**src/rtl/cfa_pkg.sv**
```systemverilog
// Shared constants for the frame allocator: field widths and command, mode and status codes.
`default_nettype none
package cfa_pkg;

	localparam int CMD_W       = 1;
	localparam int RUN_LEN_W   = 7;
	localparam int BASE_W      = 6;
	localparam int STATUS_W    = 1;
	localparam int FRAME_W     = 6;
	localparam int PROBE_W     = 7;
	localparam int MODE_W      = 2;

	localparam logic [CMD_W-1:0] CMD_ALLOC = 1'b0;
	localparam logic [CMD_W-1:0] CMD_FREE  = 1'b1;

	localparam logic [MODE_W-1:0] MODE_FIRST = 2'd0;
	localparam logic [MODE_W-1:0] MODE_BEST  = 2'd1;
	localparam logic [MODE_W-1:0] MODE_NEXT  = 2'd2;
	localparam logic [MODE_W-1:0] MODE_RSVD  = 2'd3;

	localparam logic [STATUS_W-1:0] ST_OK   = 1'b0;
	localparam logic [STATUS_W-1:0] ST_FAIL = 1'b1;

endpackage
`default_nettype wire

```
**src/rtl/contiguous_frame_allocator.sv**
```systemverilog
// Top level of the contiguous frame allocator: command sequencer, serial scan and result register.
`default_nettype none
// Usage
//   Command channel: present cmd, run_length and base_frame with start; the item is
//   taken at a rising edge where start is high and busy is low.
//   Result channel: done is high for exactly one cycle with status, frame_index and
//   probe_count; the receiver must take it in that cycle, nothing holds it back.
//   Config: cfg_we with cfg_wdata writes placement_mode (0 first, 1 best, 2 next fit).
// Timing
//   The occupancy bits sit in a one-port-read memory and are probed one frame a cycle,
//   so an allocate holds busy for its scan and, on success, for a write sweep over
//   run_length frames; done rises as busy falls, after a failing scan or the sweep.
//   A free clears its frames one a cycle in the write sweep. A bad length or the reserved
//   mode answers in the cycle after the command and never raises busy.
//   Items are handled one at a time; otherwise busy stays high until the result strobe.
// Reset
//   arst_n clears control state and placement_mode. A clearing pass then marks every
//   frame free; busy is high during it. Config writes are taken at any time, including
//   the clearing pass.
module contiguous_frame_allocator #(
	parameter int NUM_FRAMES = 64
) (
	input  logic                             clk,
	input  logic                             arst_n,
	input  logic                             start,
	output logic                             busy,
	input  logic [cfa_pkg::CMD_W-1:0]        cmd,
	input  logic [cfa_pkg::RUN_LEN_W-1:0]    run_length,
	input  logic [cfa_pkg::BASE_W-1:0]       base_frame,
	output logic                             done,
	output logic [cfa_pkg::STATUS_W-1:0]     status,
	output logic [cfa_pkg::FRAME_W-1:0]      frame_index,
	output logic [cfa_pkg::PROBE_W-1:0]      probe_count,
	input  logic                             cfg_we,
	input  logic [cfa_pkg::MODE_W-1:0]       cfg_wdata
);
	import cfa_pkg::*;

	// frame index, count/run width (holds NUM_FRAMES + 1 and any length), write cursor width
	localparam int FW  = (NUM_FRAMES > 1) ? $clog2(NUM_FRAMES) : 1;
	localparam int CW  = (FW + 1 > RUN_LEN_W) ? FW + 1 : RUN_LEN_W;
	localparam int FAW = (FW + 1 > BASE_W + 2) ? FW + 1 : BASE_W + 2;

	typedef logic [FW-1:0]  fidx_t;
	typedef logic [CW-1:0]  cnt_t;
	typedef logic [FAW-1:0] wptr_t;

	typedef enum logic [2:0] {
		S_CLEAR,
		S_IDLE,
		S_SCAN,
		S_WRITE
	} state_t;

	state_t              state_q;
	logic [MODE_W-1:0]   mode_q;
	logic [MODE_W-1:0]   smode_q;
	fidx_t               next_start_q;
	fidx_t               clr_q;

	// scan issue side and the probe in flight (aligned with memory read data)
	fidx_t               iss_idx_q;
	cnt_t                iss_left_q;
	logic                p_vld_s1;
	fidx_t               p_idx_s1;

	// scan bookkeeping
	cnt_t                len_q;
	cnt_t                run_len_q;
	fidx_t               run_base_q;
	cnt_t                best_len_q;
	fidx_t               best_base_q;
	logic                best_found_q;
	cnt_t                probes_q;

	// serial write sweep
	wptr_t               wr_addr_q;
	wptr_t               wr_end_q;
	logic                wr_bit_q;

	// result register
	logic                done_q;
	logic [STATUS_W-1:0] status_q;
	logic [FRAME_W-1:0]  frame_q;
	logic [PROBE_W-1:0]  probe_q;

	// memory port
	logic                mem_we;
	fidx_t               mem_waddr;
	logic                mem_wdata;
	fidx_t               mem_raddr;
	logic                rd_used;

	// scan step
	cnt_t                eff_run;
	cnt_t                run_new;
	fidx_t               base_new;
	cnt_t                probes_new;
	logic                cell_free;
	logic                last_probe;
	logic                best_cand;
	logic                scan_end;
	logic                scan_ok;
	fidx_t               scan_base;
	wptr_t               alloc_end;

	// command decode
	logic                accept;
	logic                bad_len;
	fidx_t               start_idx;
	wptr_t               wr_in_range;

	function automatic logic smode_next(input logic [MODE_W-1:0] m);
		return m == MODE_NEXT;
	endfunction

	cfa_bitmap #(
		.DEPTH (NUM_FRAMES),
		.AW    (FW)
	) u_bitmap (
		.clk   (clk),
		.we    (mem_we),
		.waddr (mem_waddr),
		.wdata (mem_wdata),
		.raddr (mem_raddr),
		.rdata (rd_used)
	);

	assign accept  = start && (state_q == S_IDLE);
	assign bad_len = (run_length == '0) || (CW'(run_length) > CW'(NUM_FRAMES));
	// next fit starts at the saved pointer; an out-of-range pointer counts as zero
	assign start_idx = (smode_next(mode_q) && (CW'(next_start_q) < CW'(NUM_FRAMES))) ?
		next_start_q : '0;
	assign wr_in_range = wptr_t'(NUM_FRAMES);

	// Drive the memory ports: writes for the clearing pass and write sweep, reads for the scan.
	always_comb begin
		mem_we    = 1'b0;
		mem_waddr = '0;
		mem_wdata = 1'b0;
		mem_raddr = iss_idx_q;
		unique case (state_q)
			S_CLEAR: begin
				mem_we    = 1'b1;
				mem_waddr = clr_q;
				mem_wdata = 1'b0;
			end
			S_WRITE: begin
				mem_we    = (wr_addr_q != wr_end_q) && (wr_addr_q < wr_in_range);
				mem_waddr = FW'(wr_addr_q);
				mem_wdata = wr_bit_q;
			end
			default: begin
			end
		endcase
	end

	// Judge one probed frame. A run restarts at frame zero, so next fit never joins
	// a run across the wrap.
	always_comb begin
		cell_free  = !rd_used;
		eff_run    = (p_idx_s1 == '0) ? '0 : run_len_q;
		run_new    = cell_free ? eff_run + CW'(1) : '0;
		base_new   = (cell_free && (eff_run == '0)) ? p_idx_s1 : run_base_q;
		probes_new = probes_q + CW'(1);
		last_probe = probes_new == CW'(NUM_FRAMES);
		best_cand  = !cell_free && (eff_run >= len_q) && (eff_run < best_len_q);
		scan_end   = 1'b0;
		scan_ok    = 1'b0;
		scan_base  = base_new;
		case (smode_q)
			MODE_BEST: begin
				if (best_cand && (eff_run == len_q)) begin
					// exact fit closed by this used frame
					scan_end  = 1'b1;
					scan_ok   = 1'b1;
					scan_base = run_base_q;
				end else if (last_probe) begin
					scan_end = 1'b1;
					if (cell_free && (run_new >= len_q) && (run_new < best_len_q)) begin
						scan_ok   = 1'b1;
						scan_base = base_new;
					end else if (best_cand) begin
						scan_ok   = 1'b1;
						scan_base = run_base_q;
					end else if (best_found_q) begin
						scan_ok   = 1'b1;
						scan_base = best_base_q;
					end
				end
			end
			default: begin
				if (cell_free && (run_new >= len_q)) begin
					scan_end = 1'b1;
					scan_ok  = 1'b1;
				end else if (last_probe) begin
					scan_end = 1'b1;
				end
			end
		endcase
		alloc_end = wptr_t'(scan_base) + wptr_t'(len_q);
	end

	always_ff @(posedge clk or negedge arst_n) begin
		if (!arst_n) begin
			state_q      <= S_CLEAR;
			mode_q       <= MODE_FIRST;
			smode_q      <= MODE_FIRST;
			next_start_q <= '0;
			clr_q        <= '0;
			iss_idx_q    <= '0;
			iss_left_q   <= '0;
			p_vld_s1     <= 1'b0;
			p_idx_s1     <= '0;
			len_q        <= '0;
			run_len_q    <= '0;
			run_base_q   <= '0;
			best_len_q   <= '0;
			best_base_q  <= '0;
			best_found_q <= 1'b0;
			probes_q     <= '0;
			wr_addr_q    <= '0;
			wr_end_q     <= '0;
			wr_bit_q     <= 1'b0;
			done_q       <= 1'b0;
			status_q     <= ST_OK;
			frame_q      <= '0;
			probe_q      <= '0;
		end else begin
			if (cfg_we) begin
				mode_q <= cfg_wdata;
			end
			unique case (state_q)
				S_CLEAR: begin
					// sweep every frame to free, one a cycle
					done_q <= 1'b0;
					clr_q  <= clr_q + FW'(1);
					if (CW'(clr_q) == CW'(NUM_FRAMES - 1)) begin
						state_q <= S_IDLE;
					end
				end
				S_IDLE: begin
					done_q <= accept && (cmd == CMD_ALLOC) &&
						(bad_len || (mode_q == MODE_RSVD));
					if (accept) begin
						if (cmd == CMD_FREE) begin
							wr_addr_q <= wptr_t'(base_frame);
							wr_end_q  <= wptr_t'(base_frame) + wptr_t'(run_length);
							wr_bit_q  <= 1'b0;
							status_q  <= ST_OK;
							frame_q   <= '0;
							probe_q   <= '0;
							state_q   <= S_WRITE;
						end else if (bad_len || (mode_q == MODE_RSVD)) begin
							// answer at once, no scan, no state change
							status_q <= ST_FAIL;
							frame_q  <= '0;
							probe_q  <= '0;
						end else begin
							smode_q      <= mode_q;
							len_q        <= CW'(run_length);
							iss_idx_q    <= start_idx;
							iss_left_q   <= CW'(NUM_FRAMES);
							p_vld_s1     <= 1'b0;
							run_len_q    <= '0;
							run_base_q   <= '0;
							best_len_q   <= CW'(NUM_FRAMES + 1);
							best_found_q <= 1'b0;
							probes_q     <= '0;
							state_q      <= S_SCAN;
						end
					end
				end
				S_SCAN: begin
					done_q <= p_vld_s1 && scan_end && !scan_ok;
					if (p_vld_s1 && scan_end) begin
						p_vld_s1   <= 1'b0;
						iss_left_q <= '0;
						probe_q    <= PROBE_W'(probes_new);
						if (scan_ok) begin
							status_q  <= ST_OK;
							frame_q   <= FRAME_W'(scan_base);
							wr_addr_q <= wptr_t'(scan_base);
							wr_end_q  <= alloc_end;
							wr_bit_q  <= 1'b1;
							if (smode_q == MODE_NEXT) begin
								next_start_q <= (alloc_end == wr_in_range) ?
									'0 : FW'(alloc_end);
							end
							state_q   <= S_WRITE;
						end else begin
							status_q <= ST_FAIL;
							frame_q  <= '0;
							state_q  <= S_IDLE;
						end
					end else begin
						// advance the read side one frame, wrapping at the top
						if (iss_left_q != '0) begin
							iss_left_q <= iss_left_q - CW'(1);
							iss_idx_q  <= (CW'(iss_idx_q) == CW'(NUM_FRAMES - 1)) ?
								'0 : iss_idx_q + FW'(1);
							p_vld_s1   <= 1'b1;
							p_idx_s1   <= iss_idx_q;
						end else begin
							p_vld_s1   <= 1'b0;
						end
						if (p_vld_s1) begin
							run_len_q  <= run_new;
							run_base_q <= base_new;
							probes_q   <= probes_new;
							if (best_cand) begin
								best_len_q   <= eff_run;
								best_base_q  <= run_base_q;
								best_found_q <= 1'b1;
							end
						end
					end
				end
				S_WRITE: begin
					// mark or clear one frame a cycle; drop frames past the end
					done_q <= !((wr_addr_q != wr_end_q) && (wr_addr_q < wr_in_range));
					if ((wr_addr_q != wr_end_q) && (wr_addr_q < wr_in_range)) begin
						wr_addr_q <= wr_addr_q + wptr_t'(1);
					end else begin
						state_q <= S_IDLE;
					end
				end
				default: begin
					done_q  <= 1'b0;
					state_q <= S_IDLE;
				end
			endcase
		end
	end

	assign busy        = state_q != S_IDLE;
	assign done        = done_q;
	assign status      = status_q;
	assign frame_index = frame_q;
	assign probe_count = probe_q;

	// result strobe only leaves the sequencer on its way back to idle
	assert property (@(posedge clk) disable iff (!arst_n) done |-> !busy)
		else $error("result strobe while busy");

	// a failed allocation never reports a base frame
	assert property (@(posedge clk) disable iff (!arst_n)
		(done && (status == ST_FAIL)) |-> (frame_index == '0))
		else $error("failed result carries a frame index");

	// a free always runs through the write sweep before answering
	assert property (@(posedge clk) disable iff (!arst_n)
		(start && !busy && (cmd == CMD_FREE)) |=> (busy && !done))
		else $error("free command skipped the write sweep");

	// the scan never counts more probes than there are frames
	assert property (@(posedge clk) disable iff (!arst_n)
		(state_q == S_SCAN) |-> (probes_q < CW'(NUM_FRAMES)))
		else $error("probe count ran past the frame count");

endmodule
`default_nettype wire

```
**src/rtl/cfa_bitmap.sv**
```systemverilog
// Frame occupancy memory: one write port, one read port with registered read data.
`default_nettype none
module cfa_bitmap #(
	parameter int DEPTH = 64,
	parameter int AW    = 6
) (
	input  logic          clk,
	input  logic          we,
	input  logic [AW-1:0] waddr,
	input  logic          wdata,
	input  logic [AW-1:0] raddr,
	output logic          rdata
);

	logic used_mem [DEPTH];
	logic rdata_q;

	always_ff @(posedge clk) begin
		if (we) begin
			used_mem[waddr] <= wdata;
		end
		rdata_q <= used_mem[raddr];
	end

	assign rdata = rdata_q;

endmodule
`default_nettype wire
```
**config.mk**
```make
export PLATFORM = sky130hd
export DESIGN_NAME = contiguous_frame_allocator
export DESIGN_NICKNAME = d
export VERILOG_FILES = /design/src/rtl/cfa_pkg.sv /design/src/rtl/contiguous_frame_allocator.sv /design/src/rtl/cfa_bitmap.sv
export SDC_FILE = /design/constraint.sdc
export NUM_CORES = 1
export LEC_CHECK = 0
export ABC_AREA = 1
export BUFFER_PORTS_ARGS = -buffer_cell sky130_fd_sc_hd__clkbuf_2
export CAP_MARGIN = 20
export CORE_UTILIZATION = 40
export DETAILED_ROUTE_END_ITERATION = 10
export PLACE_DENSITY = 0.51
export SLEW_MARGIN = 20
export SYNTH_ARGS = -nofsm -noshare
export SYNTH_HDL_FRONTEND = slang
export SYNTH_SLANG_ARGS = --single-unit
```
**constraint.sdc**
```tcl
create_clock -name clk -period 6.1 [get_ports clk]
set_clock_uncertainty 0.2 [all_clocks]
set_input_delay 0.61 -clock clk [delete_from_list [all_inputs] [get_ports clk]]
set_output_delay 0.61 -clock clk [all_outputs]
set_load 0.02 [all_outputs]
```
==> impl_results.md, run 1 <==
- ANT nets after route: 0
- Worst Reg-to-Reg Cells: 35
- Nature of the critical path startpoint: register
- H-tree Lvls: 4
- Rel. slew slack: 36.1%
- Total GRT Usage: 22.0%
- Area Growth Syn to Fin: 10.5%
- Min-Delay Path Class: input pin to asynchronous set/reset pin
- DP HPWL: 19.9 mm
- Fin crit period: 4.82 ns
- Number of cells in the finished layout apart from fillers: 1618
- Largest family of logic cells by synthesized area: simple AND/OR/NAND/NOR gates
- Yosys cell types: 55
- Initial Utilization: 40.9%
- # port buffers: 35
- WS Path Type: register to register
- Vias per inst: 5.09
- Die Y-Extent: 162 um
- Tcrit/Tclk final: 79.0%
- P_int: 0.00260 W
- Max Cap Violations: 0
- Post-Synth Simple-Gate Area: 26.2%
- First-pass GRT wire length: 44.3 mm
- Max Freq: 208 MHz
- Final setup viols: 0
- Pre-CTS WS: 1.29 ns
- Root Driver: clkbuf_16
- DRC: 0
- CTS tree: built
- Share of cells above drive strength 1: 11.7%
- Metal2 WL: 12.7 mm
- DR iter-0 viols: 516
- Peak VDD IR: 177 uV
- Most frequent CP cell: nand2_1
- Number of global-route vias before repair: 7976
- Ys async rst share: 63.1%
- Iteration count of the initial detailed-routing pass: 5
- Most common cell after layout, fill and taps aside: nand2_1
- Max incr delay on CP: 0.41 ns
- Post-synth EDFFs: 64
- Resized Gates After CTS: 0
- Synthesized area: 10300 um2
- Reg clk slew, reported paths: 0.08 ns
- Final worst slack: 1.28 ns
- Top cells by area, synth: dfrtp_1, edfxtp_1, nand2_1
- XOR/XNOR share of the synthesized area: 2.13%
- Required time worst endpoint: 6.24 ns
- Synth Instances: 1246
- Final Hold Vio Count: 0
- CP arrival: 4.95 ns
- Final Util: 45.2%
- Worst-Margin Slew: 0.952 ns
- Hold_buf cts: 0
- Clock network fraction of total power: 23.7%
- CP max stage cell: dfrtp_1
- Syn Nets: 1315
- Fin Setup TNS: 0 ns
- Share of synthesized area spent on multiplexers: 0.0972%
- Switching part of the total power: 46.5%
- RD Place Congestion: 0.886
- Clock Sinks: 176
- Psw: 0.00225 W
- CP Capture Type: register
- Static Leak: 5.34 nW
- Syn avg cell area: 8.26 um2
- Die span in x: 162 um
- Core area: 25200 um2
- Flops & latches, synth: 176
- Later-pin clock latency in the skew report: 0.44 ns
- Post-synth top area share: 27.0%
- Final WL: 27.8 mm
- Seq/Total Area, Yosys: 45.8%
- Commonest non-fill, non-tap cells in the layout: nand2_1, nor2_1, inv_1, dfrtp_1, o21ai_0
- Seq pwr share: 32.3%
- Critical path fanouts, max: 10
- Antenna diode count: 0
- Cell taking the most area after synthesis: dfrtp_1
- Yosys warnings: 0
- Status: completed
- Post-synthesis compound-gate area fraction: 12.7%
- Setup repair after global routing missed its margin: no
- M1 WL: 13.7 mm
- Adder-cell share of the synthesized area: 6.10%
- CTS Buf Count: 17
- Top Metal Used: met4
- Postcts setup bufs: 0
- Overflow after GRT: 0
- P per Cell Area: 426 nW/um2
- Worst reg2reg endpoint: wr_end_q[6]
- Comb power frac: 44.0%
- Max Root-Sink Buffers: 2
- R2R Setup Slk: 1.28 ns
- Worst flop-to-flop path startpoint: p_idx_s1[1]
- Fin. max-slew vios: 0
- Vias: 8242
- Placed insts: 1586
- Largest net degree at the start of global routing: 65
- Synth Flop Type: dfrtp_1
- Met3 wire length: 917 um
- Cell Rows: 58
- I/O Pins: 36
- Wire length per cell: 17.2 um
- DIE AREA: 26400 um2
- Antenna violations before repair: 0
- Layout net count: 1344
[worst max-delay path by stage]
| stage | slack [ns] | cells past startpoint | from | end |
|---|---|---|---|---|
| floorplan | 1.81 | 35 | p_idx_s1[2] | wr_end_q[6] |
| global placement | 1.42 | 35 | p_idx_s1[2] | wr_end_q[6] |
| detailed placement | 1.29 | 35 | p_idx_s1[2] | wr_end_q[6] |
| CTS | 1.28 | 35 | p_idx_s1[2] | wr_end_q[6] |
| global route | 0.63 | 35 | p_idx_s1[1] | wr_end_q[6] |
| finish | 1.28 | 35 | p_idx_s1[1] | wr_end_q[6] |
[cell type report]
type	count	area (um2)
fill	2526	13800
multi-input combinational	899	4870
sequential	176	4720
inverter	140	526
clock buffer	17	425
tap	330	413
timing repair buffer	41	223
clock inverter	15	200
[logic make-up (layout without fill, tap and decap cells)]
logic type | count (synthesis) | in the layout
AOI/OAI and AO/OA | 226 | 226
xor gates and xnor gates | 25 | 25
adders and majority gates | 49 | 49
buffers and inverters | 171 | 213
DFF | 176 | 176
muxes | 1 | 1
and+or+nand+nor | 598 | 598
[power by group through the flow]
stage / clock network [W] / logic [W] / registers [W]
4_1_cts: 0.00117 / 0.00216 / 0.00157
3_3_place_gp: 0 / 0.00214 / 0.00159
2_1_floorplan: 0 / 0.00163 / 0.00154
3_5_place_dp: 0 / 0.00214 / 0.00159
5_1_grt: 0.00121 / 0.00241 / 0.00159
6_report: 0.00115 / 0.00214 / 0.00157
[Yosys cell counts (all sizes together), types with 6 or more instances]
master / number
a21oi: 31
buf: 14
clkbuf: 17
dfrtp: 111
edfxtp: 64
ha: 47
inv: 138
nand2: 313
nand3: 72
nand4: 14
nor2: 175
nor3: 11
o21ai: 142
o22ai: 34
or2: 6
xor2: 21
[worst max-delay path, delay by kind of cell (launching register included)]
family	cells	cell delay, ns
and+or+nand+nor	20	1.92
DFF	1	0.41
adders and majority gates	4	0.94
buffers and inverters	4	0.27
AOI/OAI and AO/OA	6	0.82
xor gates and xnor gates	1	0.14
[per-stage QoR]
step                      hold slack, ns  total power, W  instance area [um2]
final                            0.00520         0.00485                11400
after global routing              0.0652         0.00521                11400
after CTS                         0.0419         0.00490                11400
after detailed placement           0.265         0.00373                10800
after global placement             0.263         0.00373                10800
after floorplan                    0.114         0.00317                10300
[registers in the layout, summed over array words and instances, names as in the netlist, 6 cells and up]
register	count
p_idx_s1	6
wr_addr_q	8
iss_idx_q	6
probe_count	7
iss_left_q	7
len_q	7
run_base_q	6
probes_q	7
frame_index	6
next_start_q	6
best_base_q	6
best_len_q	7
u_bitmap.used_mem	64
wr_end_q	8
run_len_q	7
clr_q	6
[routing by layer]
metal / up-vias / global-route usage (%)
met3: 26 / 2.62
met1: 3884 / 31.3
met5: - / 0
met2: 138 / 34.9
met4: 0 / 6.35
li1: 4194 / -
Note: power is estimated with default switching activity, not from simulation.
==> run 2, diff against run 1 <==
==> constraint.sdc (replaced) <==
create_clock -name clk -period 5.06 [get_ports clk]
set_clock_uncertainty 0.2 [all_clocks]
set_input_delay 0.506 -clock clk [delete_from_list [all_inputs] [get_ports clk]]
set_output_delay 0.506 -clock clk [all_outputs]
set_load 0.02 [all_outputs]
==> impl_results.md, run 2 (synthesized netlist as in run 1, its figures left out) <==
- Top reg by flops: u_bitmap.used_mem (unchanged)
- Fillers: 2526 (unchanged)
- Worst reg2reg endpoint: wr_end_q[5] (was wr_end_q[6])
- Hold WS: 0.0739 ns (was 0.00520 ns)
- H-tree Lvls: 4 (unchanged)
- DRC: 0 (unchanged)
- Overflow after GRT: 0 (unchanged)
- Final WL: 27.7 mm (was 27.8 mm)
- Required time worst endpoint: 5.20 ns (was 6.24 ns)
- Status: completed (unchanged)
- Layout net count: 1353 (was 1344)
- Number of global-route vias before repair: 7871 (was 7976)
- Antenna violations before repair: 1 (was 0)
- Later-pin clock latency in the skew report: 0.44 ns (about the same)
- Worst flop-to-flop path startpoint: p_idx_s1[1] (unchanged)
- DP HPWL: 19.9 mm (about the same)
- Setup repair after global routing missed its margin: no (unchanged)
- Fin crit period: 4.51 ns (was 4.82 ns)
- Final setup viols: 0 (unchanged)
- Core area: 25200 um2 (unchanged)
- CP arrival: 4.64 ns (was 4.95 ns)
- DR iter-0 viols: 661 (was 516)
- CTS Buf Count: 17 (unchanged)
- Worst Reg-to-Reg Cells: 33 (was 35)
- CP max stage cell: dfrtp_1 (unchanged)
- Initial Utilization: 40.9% (unchanged)
- Rel. slew slack: 38.0% (was 36.1%)
- I/O Pins: 36 (unchanged)
- Worst-Margin Slew: 0.923 ns (was 0.952 ns)
- Wire length per cell: 17.0 um (was 17.2 um)
- Die span in x: 162 um (unchanged)
- Cell Rows: 58 (unchanged)
- Area Growth Syn to Fin: 11.4% (was 10.5%)
- Fin Setup TNS: 0 ns (unchanged)
- Max incr delay on CP: 0.41 ns (about the same)
- Min-Delay Path Class: input pin to register (was input pin to asynchronous set/reset pin)
- Antenna diode count: 0 (unchanged)
- P per Cell Area: 515 nW/um2 (was 426 nW/um2)
- DIE AREA: 26400 um2 (unchanged)
- Die Y-Extent: 162 um (unchanged)
- Total GRT Usage: 21.9% (was 22.0%)
- Static Leak: 5.39 nW (was 5.34 nW)
- Max Cap Violations: 0 (unchanged)
- Most common cell after layout, fill and taps aside: nand2_1 (unchanged)
- Iteration count of the initial detailed-routing pass: 5 (unchanged)
- Peak VDD IR: 219 uV (was 177 uV)
- Vias per inst: 5.13 (was 5.09)
- ANT nets after route: 0 (unchanged)
- Clock Sinks: 176 (unchanged)
- R2R Setup Slk: 0.55 ns (was 1.28 ns)
- Share of cells above drive strength 1: 12.4% (was 11.7%)
- Commonest non-fill, non-tap cells in the layout: nand2_1, nor2_1, inv_1, dfrtp_1, o21ai_0 (unchanged)
- Reg clk slew, reported paths: 0.08 ns (about the same)
- M1 WL: 13.6 mm (was 13.7 mm)
- Tcrit/Tclk final: 89.1% (was 79.0%)
- Setup crit start: p_idx_s1[1] (unchanged)
- Fin. max-slew vios: 0 (unchanged)
- Largest net degree at the start of global routing: 65 (unchanged)
- Final Hold Vio Count: 0 (unchanged)
- Largest registers: u_bitmap.used_mem (64), wr_addr_q (8), wr_end_q (8) (unchanged)
- CTS tree: built (unchanged)
- Vias: 8353 (was 8242)
- Max FFs per register: 64 (unchanged)
- # port buffers: 35 (unchanged)
- Met3 wire length: 865 um (was 917 um)
- Critical path fanouts, max: 8 (was 10)
- Number of cells in the finished layout apart from fillers: 1627 (was 1618)
- Max Root-Sink Buffers: 2 (unchanged)
- CP Capture Type: register (unchanged)
- Most frequent CP cell: nand2_1 (unchanged)
- RD Place Congestion: 0.838 (was 0.886)
- Nature of the critical path startpoint: register (unchanged)
- Top Metal Used: met5 (was met4)
- Placed insts: 1592 (was 1586)
- Max Freq: 222 MHz (was 208 MHz)
- First-pass GRT wire length: 44.0 mm (was 44.3 mm)
- WS Path Type: register to register (unchanged)
- Root Driver: clkbuf_16 (unchanged)
- Metal2 WL: 12.9 mm (was 12.7 mm)
- CP Capture Point: wr_end_q[5] (was wr_end_q[6])
-- run 2: layout make-up --
class	count	area, um2	area share (%)
Inverter	140	526	4.58
Sequential cell	176	4720	41.2
Tap cell	330	413	3.60
Timing Repair Buffer	50	293	2.55
Clock inverter	15	199	1.74
Multi-Input combinational cell	899	4890	42.6
Clock buffer	17	425	3.71
-- run 2: stage by stage --
step                      instance area [um2]  utilization [%]  setup slack [ns]  total power [W]
after floorplan                         10300                -             0.773          0.00382
after global placement                  10800             42.9             0.426          0.00452
after detailed placement                10800             42.9             0.320          0.00453
after CTS                               11400             45.4             0.322          0.00594
after global routing                    11500             45.5            0.0441          0.00636
final                                   11500             45.5             0.554          0.00591
-- run 2: report_power, final --
group | internal, W | total [W] | switching [W]
clock | 0.000683 | 0.00139 | 0.000711
combinational | 0.000786 | 0.00263 | 0.00184
sequential | 0.00169 | 0.00188 | 0.000198
-- run 2: per-layer routing --
| layer | global-route usage [%] | vias to the layer above |
|---|---|---|
| met5 | 0 | - |
| met3 | 3.44 | 21 |
| met2 | 35.4 | 128 |
| li1 | - | 4206 |
| met1 | 30.9 | 3996 |
| met4 | 4.59 | 2 |
-- run 2: timing repair --
action                                  4_1_cts  5_1_grt
endpoints found under the hold margin        22        0
endpoints found under the setup margin        0        2
setup buffers                                 0        2
resized for setup                             0        6
hold buffers                                  1        0
-- run 2: how the worst min path moves through the flow --
stage,endpoint,depth (start not counted),slack [ns],from
finish,mode_q[1],3,0.07,cfg_wdata[1]
global route,mode_q[1],3,0.06,cfg_wdata[1]
CTS,mode_q[1],3,0.05,cfg_wdata[1]
detailed placement,run_len_q[1],1,0.23,arst_n
global placement,best_len_q[5],1,0.23,arst_n
floorplan,best_base_q[0],0,0.01,arst_n
-- run 2: worst max-delay path, delay by kind of cell, from the launching register on --
kind | cells | cell delay, ns
compound gates | 3 | 0.40
xor+xnor | 2 | 0.46
simple gates | 22 | 1.95
buf+inv | 3 | 0.14
flops | 1 | 0.41
fa+ha+maj | 3 | 0.82
==> run 3, diff against run 2 <==
--- a/config.mk
+++ b/config.mk
@@ -6,11 +6,11 @@
 export NUM_CORES = 1
 export LEC_CHECK = 0
 export ABC_AREA = 1
-export BUFFER_PORTS_ARGS = -buffer_cell sky130_fd_sc_hd__clkbuf_2
 export CAP_MARGIN = 20
 export CORE_UTILIZATION = 40
 export DETAILED_ROUTE_END_ITERATION = 10
-export PLACE_DENSITY = 0.51
+export DONT_BUFFER_PORTS = 1
+export PLACE_DENSITY = 0.5
 export SLEW_MARGIN = 20
 export SYNTH_ARGS = -nofsm -noshare
 export SYNTH_HDL_FRONTEND = slang
==> impl_results.md, run 3 (synthesized netlist as in run 1, its figures left out) <==
- Largest registers: u_bitmap.used_mem (64), wr_addr_q (8), wr_end_q (8) (unchanged)
- Static Leak: 5.26 nW (was 5.39 nW)
- Top reg by flops: u_bitmap.used_mem (unchanged)
- Most frequent CP cell: nand2_1 (unchanged)
- Final Hold Vio Count: 0 (unchanged)
- I/O Pins: 36 (unchanged)
- H-tree Lvls: 4 (unchanged)
- Clock Sinks: 176 (unchanged)
- Switching part of the total power: 46.3% (was 46.6%)
- WS Path Type: register to register (unchanged)
- # port buffers: 0 (was 35)
- Comb power frac: 43.8% (was 44.5%)
- DR iter-0 viols: 614 (was 661)
- Core area: 25200 um2 (unchanged)
- Max incr delay on CP: 0.41 ns (about the same)
- Antenna violations before repair: 0 (was 1)
- Min-Delay Path Class: input pin to register (unchanged)
- Fin Setup TNS: 0 ns (unchanged)
- Max Root-Sink Buffers: 2 (unchanged)
- Worst-Margin Slew: 0.800 ns (was 0.923 ns)
- CP top delay family: simple AND/OR/NAND/NOR gates (unchanged)
- Max Cap Violations: 0 (unchanged)
- Buf+Inv Stages, Crit Path: 4 (was 3)
- CP Capture Type: register (unchanged)
- Wire length per cell: 17.3 um (was 17.0 um)
- Clock network fraction of total power: 24.0% (was 23.6%)
- Number of global-route vias before repair: 7856 (was 7871)
- Antenna diode count: 0 (unchanged)
- Setup repair after global routing missed its margin: no (unchanged)
- Max Freq: 219 MHz (was 222 MHz)
- Reg clk slew, reported paths: 0.08 ns (about the same)
- Final setup viols: 0 (unchanged)
- ANT nets after route: 0 (unchanged)
- Die span in x: 162 um (unchanged)
- Largest net degree at the start of global routing: 112 (was 65)
- Tcrit/Tclk final: 90.1% (was 89.1%)
- Die Y-Extent: 162 um (unchanged)
- Share of cells above drive strength 1: 9.80% (was 12.4%)
- Area Growth Syn to Fin: 10.2% (was 11.4%)
- First-pass GRT wire length: 43.9 mm (was 44.0 mm)
- Final WL: 27.5 mm (was 27.7 mm)
- Status: completed (unchanged)
- Peak VDD IR: 245 uV (was 219 uV)
- CP arrival: 4.70 ns (was 4.64 ns)
- Seq pwr share: 32.3% (was 31.9%)
- CTS tree: built (unchanged)
- RD Place Congestion: 0.855 (was 0.838)
- Total GRT Usage: 21.9% (about the same)
- Vias: 8197 (was 8353)
- CP max stage cell: fa_1 (was dfrtp_1)
- Fin. max-slew vios: 0 (unchanged)
- P_int: 0.00316 W (about the same)
- CTS Buf Count: 17 (unchanged)
- Nature of the critical path startpoint: register (unchanged)
- Required time worst endpoint: 5.20 ns (about the same)
- Final Util: 45.0% (was 45.5%)
- Root Driver: clkbuf_16 (unchanged)
- Fillers: 2504 (was 2526)
- Layout net count: 1321 (was 1353)
- DP HPWL: 19.8 mm (was 19.9 mm)
- Commonest non-fill, non-tap cells in the layout: nand2_1, nor2_1, inv_1, dfrtp_1, o21ai_0 (unchanged)
- P per Cell Area: 519 nW/um2 (was 515 nW/um2)
- Psw: 0.00272 W (was 0.00275 W)
- Initial Utilization: 40.9% (unchanged)
- Most common cell after layout, fill and taps aside: nand2_1 (unchanged)
- Max FFs per register: 64 (unchanged)
- Fin crit period: 4.56 ns (was 4.51 ns)
- DIE AREA: 26400 um2 (unchanged)
- Iteration count of the initial detailed-routing pass: 5 (unchanged)
- Later-pin clock latency in the skew report: 0.45 ns (was 0.44 ns)
- Overflow after GRT: 0 (unchanged)
- Critical path fanouts, max: 8 (unchanged)
- Vias per inst: 5.14 (was 5.13)
- DRC: 0 (unchanged)
- Cell Rows: 58 (unchanged)
- Rel. slew slack: 46.1% (was 38.0%)
==> run 3: changes by cell type in the layout (fill, tap and decap cells not counted) <==
cell,previous run,this run
buf_16,0,1
buf_4,15,12
clkbuf_2,34,0
clkinv_4,1,0
clkinv_8,6,4
dlygate4sd3_1,1,5
inv_1,131,132
inv_12,2,4
inv_2,7,6
inv_6,3,2
inv_8,3,5
nand2_2,13,14
nand2_4,6,5
==> run 3: power groups by stage <==
stage	Sequential [W]	Clock, W	Combinational (W)
final	0.00190	0.00141	0.00258
after global routing	0.00192	0.00150	0.00293
after CTS	0.00190	0.00144	0.00258
after detailed placement	0.00192	0	0.00254
after global placement	0.00192	0	0.00254
after floorplan	0.00186	0	0.00196
==> run 3: metal layers <==
| layer | global-route usage [%] | wire, um | up-vias | part of all wire [%] |
|---|---|---|---|---|
| li1 | - | - | 4151 | - |
| met1 | 31.0 | 13400 | 3862 | 49 |
| met2 | 34.2 | 12600 | 160 | 46 |
| met3 | 3.90 | 1090 | 24 | 4.0 |
| met4 | 6.30 | 407 | 0 | 1.5 |
| met5 | 0 | 0 | - | 0 |
==> run 3: layout make-up <==
cell class | instances | area [um2] | share of cell area (%)
Tap cell | 330 | 413 | 3.64
Multi-Input combinational cell | 899 | 4880 | 43.1
Inverter | 140 | 526 | 4.63
Sequential cell | 176 | 4720 | 41.6
Timing Repair Buffer | 18 | 168 | 1.48
Clock inverter | 15 | 204 | 1.80
Clock buffer | 17 | 425 | 3.75
==> run 3: path summary, 6_finish.rpt <==
path / slack [ns] / end / from / depth (start not counted)
worst max-delay path: 0.50 / wr_end_q[6] / p_idx_s1[2] / 35
worst min-delay path: 0.02 / len_q[2] / run_length[2] / 2
worst max register to register: 0.50 / wr_end_q[6] / p_idx_s1[2] / 35
worst min register to register: 0.28 / wr_bit_q / wr_bit_q / 2
max in group asynchronous: 3.66 / best_base_q[3] / arst_n / 2
min in group asynchronous: 0.47 / best_len_q[3] / arst_n / 2
==> run 3: through the flow <==
stage	worst slack (ns)	instances	hold slack (ns)	cell area [um2]	total power, W
2_1_floorplan	0.773	1246	0.0104	10300	0.00382
3_3_place_gp	0.368	1555	0.0139	10600	0.00446
3_5_place_dp	0.238	1555	0.0146	10600	0.00446
4_1_cts	0.239	1593	0.00379	11300	0.00592
5_1_grt	0.0312	1595	0.00732	11300	0.00635
6_report	0.498	1595	0.0227	11300	0.00588
==> run 3: repair_timing <==
action                                 4_1_cts  5_1_grt
hold buffers                                 6        0
gates resized for setup                      0        4
setup endpoints to repair                    0        5
buffers inserted                             0        2
endpoints found under the hold margin      114        0
